### src/rtl/core/itp_pkg.sv
`default_nettype none
package itp_pkg;

    localparam int STACK_DEPTH = 16;
    localparam int CNT_W = $clog2(STACK_DEPTH + 1);
    localparam int IDX_W = $clog2(STACK_DEPTH);

    // Input token kinds.
    localparam logic [2:0] KIND_NUM    = 3'd0;
    localparam logic [2:0] KIND_OP     = 3'd1;
    localparam logic [2:0] KIND_LPAREN = 3'd2;
    localparam logic [2:0] KIND_RPAREN = 3'd3;
    localparam logic [2:0] KIND_END    = 3'd4;

    // Operator codes.
    localparam logic [2:0] OP_PLUS  = 3'd0;
    localparam logic [2:0] OP_MINUS = 3'd1;
    localparam logic [2:0] OP_TIMES = 3'd2;
    localparam logic [2:0] OP_DIV   = 3'd3;
    localparam logic [2:0] OP_POW   = 3'd4;

    // Output token kinds.
    localparam logic [1:0] OUT_NUM = 2'd0;
    localparam logic [1:0] OUT_OP  = 2'd1;
    localparam logic [1:0] OUT_END = 2'd2;

    // Error codes.
    localparam logic [1:0] ERR_NONE       = 2'd0;
    localparam logic [1:0] ERR_OVERFLOW   = 2'd1;
    localparam logic [1:0] ERR_UNMATCH_RP = 2'd2;
    localparam logic [1:0] ERR_UNMATCH_LP = 2'd3;

    typedef logic [3:0] entry_t;

    localparam entry_t ENTRY_LPAREN = 4'd7;

    function automatic logic [1:0] prec_of(input entry_t code);
        logic [1:0] p;
        begin
            if (code <= entry_t'(OP_MINUS)) p = 2'd1;
            else if (code <= entry_t'(OP_DIV)) p = 2'd2;
            else if (code == entry_t'(OP_POW)) p = 2'd3;
            else p = 2'd0;
            return p;
        end
    endfunction

    // True when a stacked entry must be popped before the incoming operator.
    function automatic logic pops_over(input entry_t top, input logic [2:0] op);
        logic [1:0] tp;
        logic [1:0] p;
        begin
            tp = prec_of(top);
            p  = prec_of({1'b0, op});
            return (top != ENTRY_LPAREN) && ((tp > p) || ((tp == p) && (op != OP_POW)));
        end
    endfunction

endpackage
`default_nettype wire

### src/rtl/core/itp_in_if.sv
`default_nettype none
interface itp_in_if;
    logic        valid;
    logic        ready;
    logic [2:0]  kind;
    logic signed [31:0] number_value;
    logic [2:0]  op_code;

    modport source (output valid, output kind, output number_value, output op_code,
                    input ready);
    modport sink (input valid, input kind, input number_value, input op_code,
                  output ready);
endinterface
`default_nettype wire

### src/rtl/core/itp_out_if.sv
`default_nettype none
interface itp_out_if;
    logic        valid;
    logic        ready;
    logic [1:0]  out_kind;
    logic signed [31:0] out_value;
    logic [2:0]  out_op;
    logic [1:0]  error_code;
    logic        is_last;

    modport source (output valid, output out_kind, output out_value, output out_op,
                    output error_code, output is_last, input ready);
    modport sink (input valid, input out_kind, input out_value, input out_op,
                  input error_code, input is_last, output ready);
endinterface
`default_nettype wire

### src/rtl/core/infix_to_postfix_converter_top.sv
`default_nettype none
// A token is accepted into the input registers while the sequencer is idle; its results are then
// registered in the output register by the work state. No new token is taken until the sequencer
// is idle again, and an operator, closing parenthesis or end token pops the stack one entry at a time.
// A full output register with no ready on the result side stalls the sequencer.
// Reset clears the control state and the stack count; stack entries are left unknown.
module infix_to_postfix_converter_top (
    input  wire logic   clk,
    input  wire logic   rst_n,
    itp_in_if.sink      tokens,
    itp_out_if.source   postfix
);

    typedef enum logic [1:0] {
        S_IDLE = 2'b01,
        S_WORK = 2'b10
    } state_t;

    state_t state_reg, state_next;

    logic [2:0]               kind_reg;
    logic signed [31:0]       value_reg;
    logic [2:0]               op_reg;
    logic [itp_pkg::CNT_W-1:0] count_reg, count_next;
    itp_pkg::entry_t          top_reg, top_next;
    logic                     lp_seen_reg, lp_seen_next;

    // Entries below the top of stack; the top itself lives in top_reg.
    itp_pkg::entry_t stack_mem [itp_pkg::STACK_DEPTH];

    // Registered copy of the entry right under the top.
    itp_pkg::entry_t below_reg;

    logic                      out_valid_reg, out_valid_next;
    logic [1:0]                out_kind_reg;
    logic signed [31:0]        out_value_reg;
    logic [2:0]                out_op_reg;
    logic [1:0]                out_err_reg;
    logic                      out_last_reg;

    logic                      emit;
    logic [1:0]                emit_kind;
    logic signed [31:0]        emit_value;
    logic [2:0]                emit_op;
    logic [1:0]                emit_err;
    logic                      emit_last;

    logic                      wr_en;
    logic [itp_pkg::CNT_W-1:0] count_m1;
    logic [itp_pkg::CNT_W-1:0] next_m2;
    logic                      have_top;
    logic                      have_below;
    logic                      full;
    logic                      can_emit;
    logic                      accept;

    assign accept   = tokens.valid && tokens.ready;
    assign can_emit = !out_valid_reg || postfix.ready;
    assign count_m1 = count_reg - itp_pkg::CNT_W'(1);
    assign next_m2  = count_next - itp_pkg::CNT_W'(2);
    assign have_top   = (count_reg != '0);
    assign have_below = (count_reg >= itp_pkg::CNT_W'(2));
    assign full       = (count_reg == itp_pkg::CNT_W'(itp_pkg::STACK_DEPTH));

    assign tokens.ready = (state_reg == S_IDLE);

    always_comb
    begin
        state_next   = state_reg;
        count_next   = count_reg;
        top_next     = top_reg;
        lp_seen_next = lp_seen_reg;
        wr_en        = 1'b0;
        emit         = 1'b0;
        emit_kind    = itp_pkg::OUT_NUM;
        emit_value   = '0;
        emit_op      = '0;
        emit_err     = itp_pkg::ERR_NONE;
        emit_last    = 1'b0;

        if (state_reg == S_IDLE)
        begin
            if (accept)
            begin
                state_next   = S_WORK;
                lp_seen_next = 1'b0;
            end
        end
        else if (can_emit)
        begin
            unique case (kind_reg)
                itp_pkg::KIND_NUM:
                begin
                    emit       = 1'b1;
                    emit_value = value_reg;
                    emit_last  = 1'b1;
                    state_next = S_IDLE;
                end
                itp_pkg::KIND_OP:
                begin
                    priority if (op_reg > itp_pkg::OP_POW)
                    begin
                        state_next = S_IDLE;
                    end
                    else if (have_top && itp_pkg::pops_over(top_reg, op_reg))
                    begin
                        emit      = 1'b1;
                        emit_kind = itp_pkg::OUT_OP;
                        emit_op   = top_reg[2:0];
                        emit_last = !(have_below && itp_pkg::pops_over(below_reg, op_reg));
                        if (emit_last)
                        begin
                            // Pop and push in the same cycle: the count stays.
                            top_next   = {1'b0, op_reg};
                            state_next = S_IDLE;
                        end
                        else
                        begin
                            top_next   = below_reg;
                            count_next = count_m1;
                        end
                    end
                    else if (full)
                    begin
                        emit       = 1'b1;
                        emit_err   = itp_pkg::ERR_OVERFLOW;
                        emit_last  = 1'b1;
                        state_next = S_IDLE;
                    end
                    else
                    begin
                        wr_en      = have_top;
                        top_next   = {1'b0, op_reg};
                        count_next = count_reg + itp_pkg::CNT_W'(1);
                        state_next = S_IDLE;
                    end
                end
                itp_pkg::KIND_LPAREN:
                begin
                    if (full)
                    begin
                        emit      = 1'b1;
                        emit_err  = itp_pkg::ERR_OVERFLOW;
                        emit_last = 1'b1;
                    end
                    else
                    begin
                        wr_en      = have_top;
                        top_next   = itp_pkg::ENTRY_LPAREN;
                        count_next = count_reg + itp_pkg::CNT_W'(1);
                    end
                    state_next = S_IDLE;
                end
                itp_pkg::KIND_RPAREN:
                begin
                    priority if (!have_top)
                    begin
                        emit       = 1'b1;
                        emit_err   = itp_pkg::ERR_UNMATCH_RP;
                        emit_last  = 1'b1;
                        state_next = S_IDLE;
                    end
                    else if (top_reg == itp_pkg::ENTRY_LPAREN)
                    begin
                        top_next   = below_reg;
                        count_next = count_m1;
                        state_next = S_IDLE;
                    end
                    else
                    begin
                        emit       = 1'b1;
                        emit_kind  = itp_pkg::OUT_OP;
                        emit_op    = top_reg[2:0];
                        emit_last  = have_below && (below_reg == itp_pkg::ENTRY_LPAREN);
                        top_next   = below_reg;
                        count_next = count_m1;
                    end
                end
                itp_pkg::KIND_END:
                begin
                    if (have_top)
                    begin
                        if (top_reg == itp_pkg::ENTRY_LPAREN)
                        begin
                            lp_seen_next = 1'b1;
                        end
                        else
                        begin
                            emit      = 1'b1;
                            emit_kind = itp_pkg::OUT_OP;
                            emit_op   = top_reg[2:0];
                        end
                        top_next   = below_reg;
                        count_next = count_m1;
                    end
                    else
                    begin
                        emit       = 1'b1;
                        emit_kind  = itp_pkg::OUT_END;
                        emit_err   = lp_seen_reg ? itp_pkg::ERR_UNMATCH_LP : itp_pkg::ERR_NONE;
                        emit_last  = 1'b1;
                        state_next = S_IDLE;
                    end
                end
                default:
                begin
                    state_next = S_IDLE;
                end
            endcase
        end
    end

    always_comb
    begin
        priority if (emit)
        begin
            out_valid_next = 1'b1;
        end
        else if (postfix.ready)
        begin
            out_valid_next = 1'b0;
        end
        else
        begin
            out_valid_next = out_valid_reg;
        end
    end

    always_ff @(posedge clk or negedge rst_n)
    begin
        if (!rst_n)
        begin
            state_reg     <= S_IDLE;
            count_reg     <= '0;
            lp_seen_reg   <= 1'b0;
            out_valid_reg <= 1'b0;
        end
        else
        begin
            state_reg     <= state_next;
            count_reg     <= count_next;
            lp_seen_reg   <= lp_seen_next;
            out_valid_reg <= out_valid_next;
        end
    end

    always_ff @(posedge clk)
    begin
        top_reg <= top_next;
        if (accept)
        begin
            kind_reg  <= tokens.kind;
            value_reg <= tokens.number_value;
            op_reg    <= tokens.op_code;
        end
        if (emit)
        begin
            out_kind_reg  <= emit_kind;
            out_value_reg <= emit_value;
            out_op_reg    <= emit_op;
            out_err_reg   <= emit_err;
            out_last_reg  <= emit_last;
        end
    end

    // The old top moves down into the array on a push and becomes the entry under the top.
    // Otherwise the array is not written, so the entry under the next top is read from it.
    always_ff @(posedge clk)
    begin
        if (wr_en)
        begin
            stack_mem[count_m1[itp_pkg::IDX_W-1:0]] <= top_reg;
            below_reg                               <= top_reg;
        end
        else
        begin
            below_reg <= stack_mem[next_m2[itp_pkg::IDX_W-1:0]];
        end
    end

    assign postfix.valid      = out_valid_reg;
    assign postfix.out_kind   = out_kind_reg;
    assign postfix.out_value  = out_value_reg;
    assign postfix.out_op     = out_op_reg;
    assign postfix.error_code = out_err_reg;
    assign postfix.is_last    = out_last_reg;

endmodule
`default_nettype wire
### src/flat_wrapper.sv
// flat-port wrapper written by rule: the top's interface ports become plain ports
module infix_to_postfix_converter_top_flat 
  (clk, rst_n, tokens_valid, tokens_kind, tokens_number_value, tokens_op_code, tokens_ready, postfix_valid, postfix_out_kind, postfix_out_value, postfix_out_op, postfix_error_code, postfix_is_last, postfix_ready);
  itp_in_if tokens_i ();
  itp_out_if postfix_i ();
  input  wire logic clk;
  input  wire logic rst_n;
  input wire logic [$bits(tokens_i.valid)-1:0] tokens_valid;
  input wire logic [$bits(tokens_i.kind)-1:0] tokens_kind;
  input wire logic [$bits(tokens_i.number_value)-1:0] tokens_number_value;
  input wire logic [$bits(tokens_i.op_code)-1:0] tokens_op_code;
  output wire logic [$bits(tokens_i.ready)-1:0] tokens_ready;
  output wire logic [$bits(postfix_i.valid)-1:0] postfix_valid;
  output wire logic [$bits(postfix_i.out_kind)-1:0] postfix_out_kind;
  output wire logic [$bits(postfix_i.out_value)-1:0] postfix_out_value;
  output wire logic [$bits(postfix_i.out_op)-1:0] postfix_out_op;
  output wire logic [$bits(postfix_i.error_code)-1:0] postfix_error_code;
  output wire logic [$bits(postfix_i.is_last)-1:0] postfix_is_last;
  input wire logic [$bits(postfix_i.ready)-1:0] postfix_ready;
  assign tokens_i.valid = tokens_valid;
  assign tokens_i.kind = tokens_kind;
  assign tokens_i.number_value = tokens_number_value;
  assign tokens_i.op_code = tokens_op_code;
  assign tokens_ready = tokens_i.ready;
  assign postfix_valid = postfix_i.valid;
  assign postfix_out_kind = postfix_i.out_kind;
  assign postfix_out_value = postfix_i.out_value;
  assign postfix_out_op = postfix_i.out_op;
  assign postfix_error_code = postfix_i.error_code;
  assign postfix_is_last = postfix_i.is_last;
  assign postfix_i.ready = postfix_ready;
  infix_to_postfix_converter_top u_core (.clk(clk), .rst_n(rst_n), .tokens(tokens_i), .postfix(postfix_i));
endmodule
### config.mk
export PLATFORM = sky130hd
export DESIGN_NAME = infix_to_postfix_converter_top_flat
export DESIGN_NICKNAME = d
export VERILOG_FILES = /design/src/rtl/core/itp_pkg.sv /design/src/rtl/core/itp_in_if.sv /design/src/rtl/core/itp_out_if.sv /design/src/rtl/core/infix_to_postfix_converter_top.sv /design/src/flat_wrapper.sv
export SDC_FILE = /design/constraint.sdc
export NUM_CORES = 1
export LEC_CHECK = 0
export BUFFER_PORTS_ARGS = -buffer_cell sky130_fd_sc_hd__buf_2
export CAP_MARGIN = 10
export CORE_ASPECT_RATIO = 1.75
export CORE_MARGIN = 2
export CORE_UTILIZATION = 30
export DETAILED_ROUTE_END_ITERATION = 8
export GPL_ROUTABILITY_DRIVEN = 0
export SLEW_MARGIN = 40
export SYNTH_ARGS = -nofsm -noshare
export SYNTH_HDL_FRONTEND = slang
export SYNTH_SLANG_ARGS = --single-unit
### constraint.sdc
create_clock -name clk -period 6.6 [get_ports clk]
set_input_delay 0 -clock clk [delete_from_list [all_inputs] [get_ports clk]]
set_output_delay 0 -clock clk [all_outputs]
set_load 0.005 [all_outputs]
## Yosys cells after proc, flatten, opt, wreduce, memory -nomap -nowiden

Memory sizes are Yosys's and may differ from the RTL's. A register that Yosys moved wholly into a read port is not among the register bits.
Cells that the tools add are included.

| word-level totals | value |
|---|---|
| register bits after elaboration | 91 |
| memory bits (writable) | 64 |
| input port bits | 42 |
| output and inout port bits | 42 |
| logic and storage cells | 181 |
| memories kept | 1 |

Memories:

| name | depth | bits a word | read ports | clocked after memory_dff | write ports | line | RTL |
|---|---|---|---|---|---|---|---|
| u_core.stack_mem | 16 | 4 | 1 | 1 | 1 | infix_to_postfix_converter_top.sv:29 | `itp_pkg::entry_t stack_mem [itp_pkg::STACK_DEPTH];` |

| operators by class | value |
|---|---|
| add/subtract/negate cells | 3 |
| order comparisons | 10 |
| equal/unequal tests | 24 |
| muxes and demuxes | 100 |
| bitwise gates (word level) | 3 |
| reductions and logical operators | 27 |

Operators with widths:

| cell | number |
|---|---|
| two-way mux 2 bit | 44 |
| two-way mux 5 bit | 7 |
| two-way mux 1 bit | 30 |
| two-way mux 4 bit | 6 |
| == test 4 x 3 -> 1 bit (second input constant) | 4 |
| one-hot mux 5 bit (3 select lines) | 1 |
| two-way mux 3 bit | 4 |
| inequality test 4 x 3 -> 1 bit (second input constant) | 3 |
| one-hot mux 2 bit (3 select lines) | 2 |
| one-hot mux 4 bit (3 select lines) | 1 |
| AND reduction 5 bit | 2 |
| nonzero test 2 bit | 5 |
| less-or-equal comparator 4 x 1 -> 1 bit (second input constant) | 2 |
| less-or-equal comparator 4 x 2 -> 1 bit (second input constant) | 2 |
| logical AND 1 bit | 8 |
| one-hot mux 2 bit (4 select lines) | 1 |
| AND reduction 7 bit | 1 |
| == test 3 x 2 -> 1 bit (second input constant) | 2 |
| == test 3 bit (second input constant) | 2 |
| inequality test 2 bit (second input constant) | 3 |
| inequality test 3 bit (second input constant) | 2 |
| one-hot mux 3 bit (2 select lines) | 1 |
| adder 5 x 1 -> 5 bit (second input constant) | 1 |
| == test 5 bit (second input constant) | 1 |
| 24 further kinds | 32 |

## Depth between registers and ports, before layout

Gate-level depths: netlist (run 1).

| depth | value |
|---|---|
| word-level depth | 30 |
| mapped depth | 21 |
| depth with buffers taken out | 18 |

## Worst setup path after synthesis (run 1)

Ideal clock, no wire load.

| timing path | value |
|---|---|
| path kind | flip-flop to flip-flop |
| start point | register u_core.top_reg[2] |
| end point | register u_core.out_err_reg[0], in the netlist u_core.postfix.error_code[0], enable pin |
| library setup time | 0.464 ns |
| arrival | 4.101 ns |
| data required time | 6.136 ns |
| slack | 2.035 ns |
| cell stages (with the launch flop) | 9 |
| path buffers | 0 |
| period minus slack after synthesis | 4.565 ns |
| cell sequence | edfxtp_1 > a211o_1 > ha_1 > nand2b_1 > a21oi_1 > or3_1 > o21ai_1 > nand2_1 > a31oi_1 |

| on the way | value |
|---|---|
| cells in the longest elaborated chain, start to end | 18 |
| elaborated cells on any way between the ends | 25 |
| those cells by class | 3 x order compare; 4 x eq/ne; 14 x mux; 4 x reduce/logical |

RTL lines:

| element | line | RTL |
|---|---|---|
| from (decl) | infix_to_postfix_converter_top.sv:25 | `itp_pkg::entry_t top_reg, top_next;` |
| from (signal assigned) | infix_to_postfix_converter_top.sv:249 | `top_reg <= top_next;` |
| branches (longest 15 deep; another with less-or-equal comparator 4 x 2 -> 1 bit) | - |  |
| one-hot mux 1 bit (4 select lines) * | infix_to_postfix_converter_top.sv:91 | `unique case (kind_reg)` |
| two-way mux 1 bit * | infix_to_postfix_converter_top.sv:89 | `else if (can_emit)` |
| two-way mux 1 bit * | infix_to_postfix_converter_top.sv:81 | `if (state_reg == S_IDLE)` |
| named net u_core.emit | infix_to_postfix_converter_top.sv:41 | `logic emit;` |
| to (signal assigned) | infix_to_postfix_converter_top.sv:261 | `out_err_reg <= emit_err;` |
| to (decl) | infix_to_postfix_converter_top.sv:38 | `logic [1:0] out_err_reg;` |

Mark *: on every way through the listed nets, which the timed path passes. The select of a mux whose other input is x is not followed.
A chain may end at the register's enable or synchronous reset.

==> reports/qor.csv, run 1 <==
metric;value;unit
cp_max_fo;17;
synth-xor-area-share;0.00623;
routed_wl;16700;um
power.total;3.80;mW
wl_per_cell;17.9;um
clock_latency;0.42;ns
tightestPinTransition;0.811;ns
yosys.area_share.simple;0.121;
hold_path_class;primary input to register;
rrSetupSlack;1.68;ns
syn-num-nets;537;
numPortBuffers;83;
clock_skew;0.0122;ns
cts_htree_levels;4;
hpwlAfterDp;11800;um
gr-total-overflow;0;
dieHeight;206;um
fin_crit_sh;0.745;
via_per_inst;5.06;
synthMuxAreaShare;0.0513;
die_x;120;um
dp.cells;855;
critPathBufInv;1;
antenna_found_initial;0;
synth.largest_area_cell;edfxtp_1;
ctsResizeCount;0;
initial_core_util;0.304;
worstHoldStart;tokens_number_value[3];
placed_area;7750;um2
finalSetupViolations;0;
area_delta_synth_final;25.0;%
synth_adder_area_share;0.0196;
final_area;8780;um2
rows;74;
ys_ff_latch;159;
cp.arrival;5.22;ns
yosys-top-cells-count;146 x edfxtp_1, 37 x and2_1, 32 x nor2_1;
die_area;24700;um2
synth.top_cells.by_area;edfxtp_1 62%, and2_1 3.3%, dfrtp_1 2.8%, mux2i_1 2.6%, mux4_2 2.6%;
cts_root_buf;clkbuf_16;
synthFlopType;edfxtp_1;
cts_tree;done;
dr.pass1.iters;5;
synth_edf_count;146;
ys_types;73;
antennaDiodeCount;0;
synth_compound_area_frac;0.111;
reg2reg_depth;18;
clock_path_buffers;2;
status;complete, no violations;
startpoint_type;register;
fin_crit;4.92;ns
cap_violations;0;
maxSlewHeadroom;0.459;
ys_seq_area_frac;0.668;
largest_register_ffs;64;
setup-tns-final;0;ns
synthCells;484;
core;23100;um2
postCtsSetupBuffers;0;
leakage;3.18;nW
clk_pin_slew_worst_paths;0.07;ns
final_nets;666;
cp_slowest_cell;dfxtp_2;
synth_warnings;0;
vdd.ir_drop.worst;0.000245;V
drt_iter0_drc;412;
numCtsBuffers;17;
rsz0062_at_grt;false;
holdPathStages;2;
slowest_delay;0.69;ns
grt_first_pass_wirelength;25600;um
critical_path.cell_chain;buf_4 > mux2i_1 > a221oi_2 > o21ai_1 > a21oi_2 > nor3_1 > a21oi_1 > nor2_1 > ha_1 > a21oi_1 > a311o_1 > a41oi_2 > a31oi_1 > o31a_1 > ha_1 > or2_2 > o41ai_1 > a311oi_1;
clock.fmax;0.203;GHz
min_to;u_core.value_reg[3];
grt_pass1_vias;4922;
yosysMostFrequentCell;edfxtp_1;
route.detailed.drc;0;
crit_family;compound AO/OA/AOI/OAI gates;
synth_top_area_frac;0.624;
power_density;432;nW/um2
worstSetupPathType;register to register;
ant_nets;0;
track_usage;0.135;
avgSynthCellArea;14.5;um2
setup.worst_path.end_class;register;
finalNonFillerCells;930;
slew_violations;0;
hold_slack;0.284;ns
clkSinkCount;159;
vias;4702;
grt_max_degree;42;
ios;84;
drive_gt1_frac;0.236;
synthArstFlopShare;0.0566;
required;6.90;ns
synth_area;7030;um2
synth_top_family_by_area;simple AND/OR/NAND/NOR gates;
hold_viol_final;0;
-- metrics by stage --
step | setup slack, ns | util
final | 1.68 | 0.379
after global routing | 1.34 | 0.379
after CTS | 1.70 | 0.379
after detailed placement | 1.71 | 0.335
after global placement | 1.49 | 0.335
after floorplan | 2.04 | -
-- timing repair --
item | 4_1_cts | 5_1_grt
endpoints found under the hold margin | 51 | 0
hold buffers | 43 | 0
endpoints found under the setup margin | 0 | 0
-- kinds of logic after synthesis --
family,after synthesis
xor gates and xnor gates,5
AOI/OAI and AO/OA,104
DFF,159
and+or+nand+nor,148
adders and majority gates,11
buffers and inverters,31
muxes,26
-- layout make-up --
cell class / instances / area (um2)
well taps: 304 / 380
clock buffers: 17 / 425
flip-flops and latches: 159 / 4690
clock inverters: 15 / 175
repair buffers: 130 / 876
fillers: 2226 / 14400
multi-input cells: 294 / 2190
inverters: 11 / 41.3
-- layout by cell type (no fill, tap or decap), drive strengths merged, types with 3 or more instances in the layout --
| cell | n |
|---|---|
| or3 | 3 |
| clkbuf | 17 |
| and3 | 4 |
| ha | 11 |
| xnor2 | 3 |
| or3b | 3 |
| a21oi | 23 |
| nand3 | 4 |
| nor3b | 7 |
| dfxtp | 4 |
| a22oi | 6 |
| dlygate4sd3 | 43 |
| a21o | 9 |
| o221ai | 4 |
| a221oi | 3 |
| buf | 87 |
| clkinv | 7 |
| edfxtp | 146 |
| dfrtp | 8 |
| and2 | 37 |
| nor2 | 33 |
| nor2b | 4 |
| mux4 | 8 |
| o211ai | 8 |
| and4b | 3 |
| mux2i | 18 |
| a31oi | 4 |
| nand2 | 26 |
| o21ai | 17 |
| inv | 17 |
| a221o | 4 |
| a211oi | 3 |
| nand2b | 4 |
| nor3 | 7 |
-- layer usage --
metal	up-vias	GRT usage	routed length [um]
met5	-	0	0
met4	0	0.0681	671
met3	48	0.0328	782
met2	175	0.269	9470
met1	2331	0.125	5730
li1	2148	-	-
-- where the power goes --
| group | leakage [nW] | switching (mW) | internal [mW] | total [mW] |
|---|---|---|---|---|
| Sequential | 1.49 | 0.224 | 1.36 | 1.58 |
| Clock | 0.287 | 0.453 | 0.510 | 0.964 |
| Combinational | 1.40 | 0.773 | 0.479 | 1.25 |
-- worst max-delay path by stage --
stage | from | to | slack [ns] | cells past startpoint
floorplan | u_core.top_reg[2] | u_core.postfix.error_code[0] | 2.04 | 8
global placement | register | register | 1.49 | 18
detailed placement | register | register | 1.71 | 18
CTS | register | register | 1.70 | 18
global route | register | register | 1.34 | 18
finish | register | register | 1.68 | 18
Note: power is estimated with default switching activity, not from simulation.
==> inputs of run 2 (changes only) <==
clock period = 4.85 ns   (was 6.6 ns; I/O delays follow)
==> reports/qor.csv, run 2 (synthesis results as in run 1) <==
metric;value;unit;change
power_density;599;nW/um2;+38%
track_usage;0.140;;+0.00432
hpwlAfterDp;12000;um;+1.7%
cp.arrival;4.74;ns;-0.48 ns
grt_first_pass_wirelength;26300;um;+3.1%
violations;hold timing;;
clock_latency;0.42;ns;about the same
wl_per_cell;18.3;um;+2.4%
dr.pass1.iters;8;;+3
cts_root_buf;clkbuf_16;;
numCtsBuffers;17;;unchanged
cp_max_fo;24;;+7
dieHeight;206;um;unchanged
clock_skew;0.0169;ns;+0.00470 ns
rows;74;;unchanged
clock_path_buffers;2;;unchanged
worstSetupPathType;register to register;;
clock.fmax;0.224;GHz;+10%
ant_nets;0;;unchanged
required;5.13;ns;-1.77 ns
drt_iter0_drc;435;;+5.6%
final_nets;667;;+0.15%
cts_tree;done;;
hold_slack;-0.00784;ns;-0.292 ns
die_x;120;um;unchanged
gr-total-overflow;0;;unchanged
status;complete, but fails checks;;
slowest_delay;0.43;ns;-0.26 ns
cp_slowest_cell;a221o_1;;
vdd.ir_drop.worst;0.000384;V;+57%
vias;4714;;+0.26%
critical_path.cell_chain;buf_12 > mux2i_1 > a221o_1 > a2bb2oi_2 > a21oi_2 > nor3_1 > a21oi_1 > nor2_1 > ha_1 > a21oi_1 > a311o_1 > a41oi_2 > a31oi_1 > o31a_1 > ha_1 > or2_2 > o41ai_1 > a311oi_1;;
critPathBufInv;1;;unchanged
maxSlewHeadroom;0.462;;+0.00274
reg2reg_depth;18;;unchanged
area_delta_synth_final;25.5;%;
clkSinkCount;159;;unchanged
final_cell_mix;146 x edfxtp_1, 83 x buf_2, 41 x dlygate4sd3_1;;
antenna_found_initial;0;;unchanged
startpoint_type;register;;
tightestPinTransition;0.806;ns;-0.00585 ns
final_core_util;0.381;;+0.00157
setup-tns-final;0;ns;unchanged
grt_max_degree;42;;unchanged
hold_viol_final;8;;+8
leakage;3.19;nW;+0.39%
finalSetupViolations;0;;unchanged
dp.cells;856;;+0.12%
fin_crit_sh;0.919;;+0.173
drive_gt1_frac;0.239;;+0.00281
rrSetupSlack;0.39;ns;-1.29 ns
cap_violations;0;;unchanged
layout_commonest_cell;edfxtp_1;;
hold_path_class;primary input to async pin;;
rsz0062_at_grt;false;;
numPortBuffers;83;;unchanged
grt_pass1_vias;5027;;+2.1%
ios;84;;unchanged
routed_wl;17100;um;+2.6%
clk_pin_slew_worst_paths;0.07;ns;about the same
slew_violations;0;;unchanged
setup.worst_path.end_class;register;;
via_per_inst;5.06;;+0.15%
crit_family;compound AO/OA/AOI/OAI gates;;
initial_core_util;0.304;;unchanged
route.detailed.drc;0;;unchanged
finalNonFillerCells;931;;+0.11%
die_area;24700;um2;unchanged
largest_register_ffs;64;;unchanged
power.total;5.28;mW;+39%
core;23100;um2;unchanged
cts_htree_levels;4;;unchanged
antennaDiodeCount;0;;unchanged
fin_crit;4.46;ns;-0.464 ns
[run 2: cell types whose count changed in the layout (fill, tap and decap cells not counted), moves of 2 or more]
cell,change
buf_6,+2
dlygate4sd3_1,-2
inv_6,+2
inv_8,-2
[run 2: stage by stage]
step	worst slack, ns	hold WS (ns)	area (um2)
finish	0.395	-0.00784	8820
detailed placement	0.369	-0.116	7770
global route	0.0658	0.0107	8820
CTS	0.334	0.0111	8800
global placement	0.598	-0.124	7770
floorplan	0.285	-0.296	7030
[run 2: what timing repair did]
action / CTS / global route
hold buffers: 41 / 0
setup buffers: 0 / 0
hold endpoints to repair: 51 / 0
resized for setup: 0 / 1
endpoints found under the setup margin: 0 / 1
[run 2: power breakdown]
group	internal (mW)	switching [mW]	leakage, nW	total (mW)
combinational	0.688	1.13	1.41	1.82
sequential	1.84	0.254	1.49	2.10
clock	0.743	0.617	0.290	1.36
[run 2: worst max path at each step]
stage               slack (ns)                            to  cells past startpoint
CTS                       0.33                      register                     17
detailed placement        0.37                      register                     17
global route              0.07                      register                     18
floorplan                 0.29  u_core.postfix.error_code[0]                      8
global placement          0.60                      register                     17
finish                    0.39                      register                     18
[run 2: area by class of cell]
| class | instances | area [um2] |
|---|---|---|
| timing repair buffer | 131 | 898 |
| tap | 304 | 380 |
| clock buffer | 17 | 425 |
| clock inverter | 15 | 194 |
| inverter | 11 | 41.3 |
| multi-input combinational | 294 | 2190 |
| sequential | 159 | 4690 |
| fill | 2195 | 14300 |
[run 2: worst reg2reg max path: cells and delay by family, from the launching register on]
family / cells / cell delay [ns]
AO/OA/AOI/OAI: 11 / 2.61
adder cells (fa/ha/maj): 2 / 0.52
buffers and inverters: 1 / 0.21
flip-flops: 1 / 0.35
multiplexers: 1 / 0.17
AND/OR/NAND/NOR: 3 / 0.45
[run 2: layer usage]
metal	GRT usage	up-vias	routed length (um)
met2	0.265	218	9370
met3	0.0328	64	819
li1	-	2149	-
met1	0.134	2283	5950
met5	0	-	0
met4	0.0845	0	941
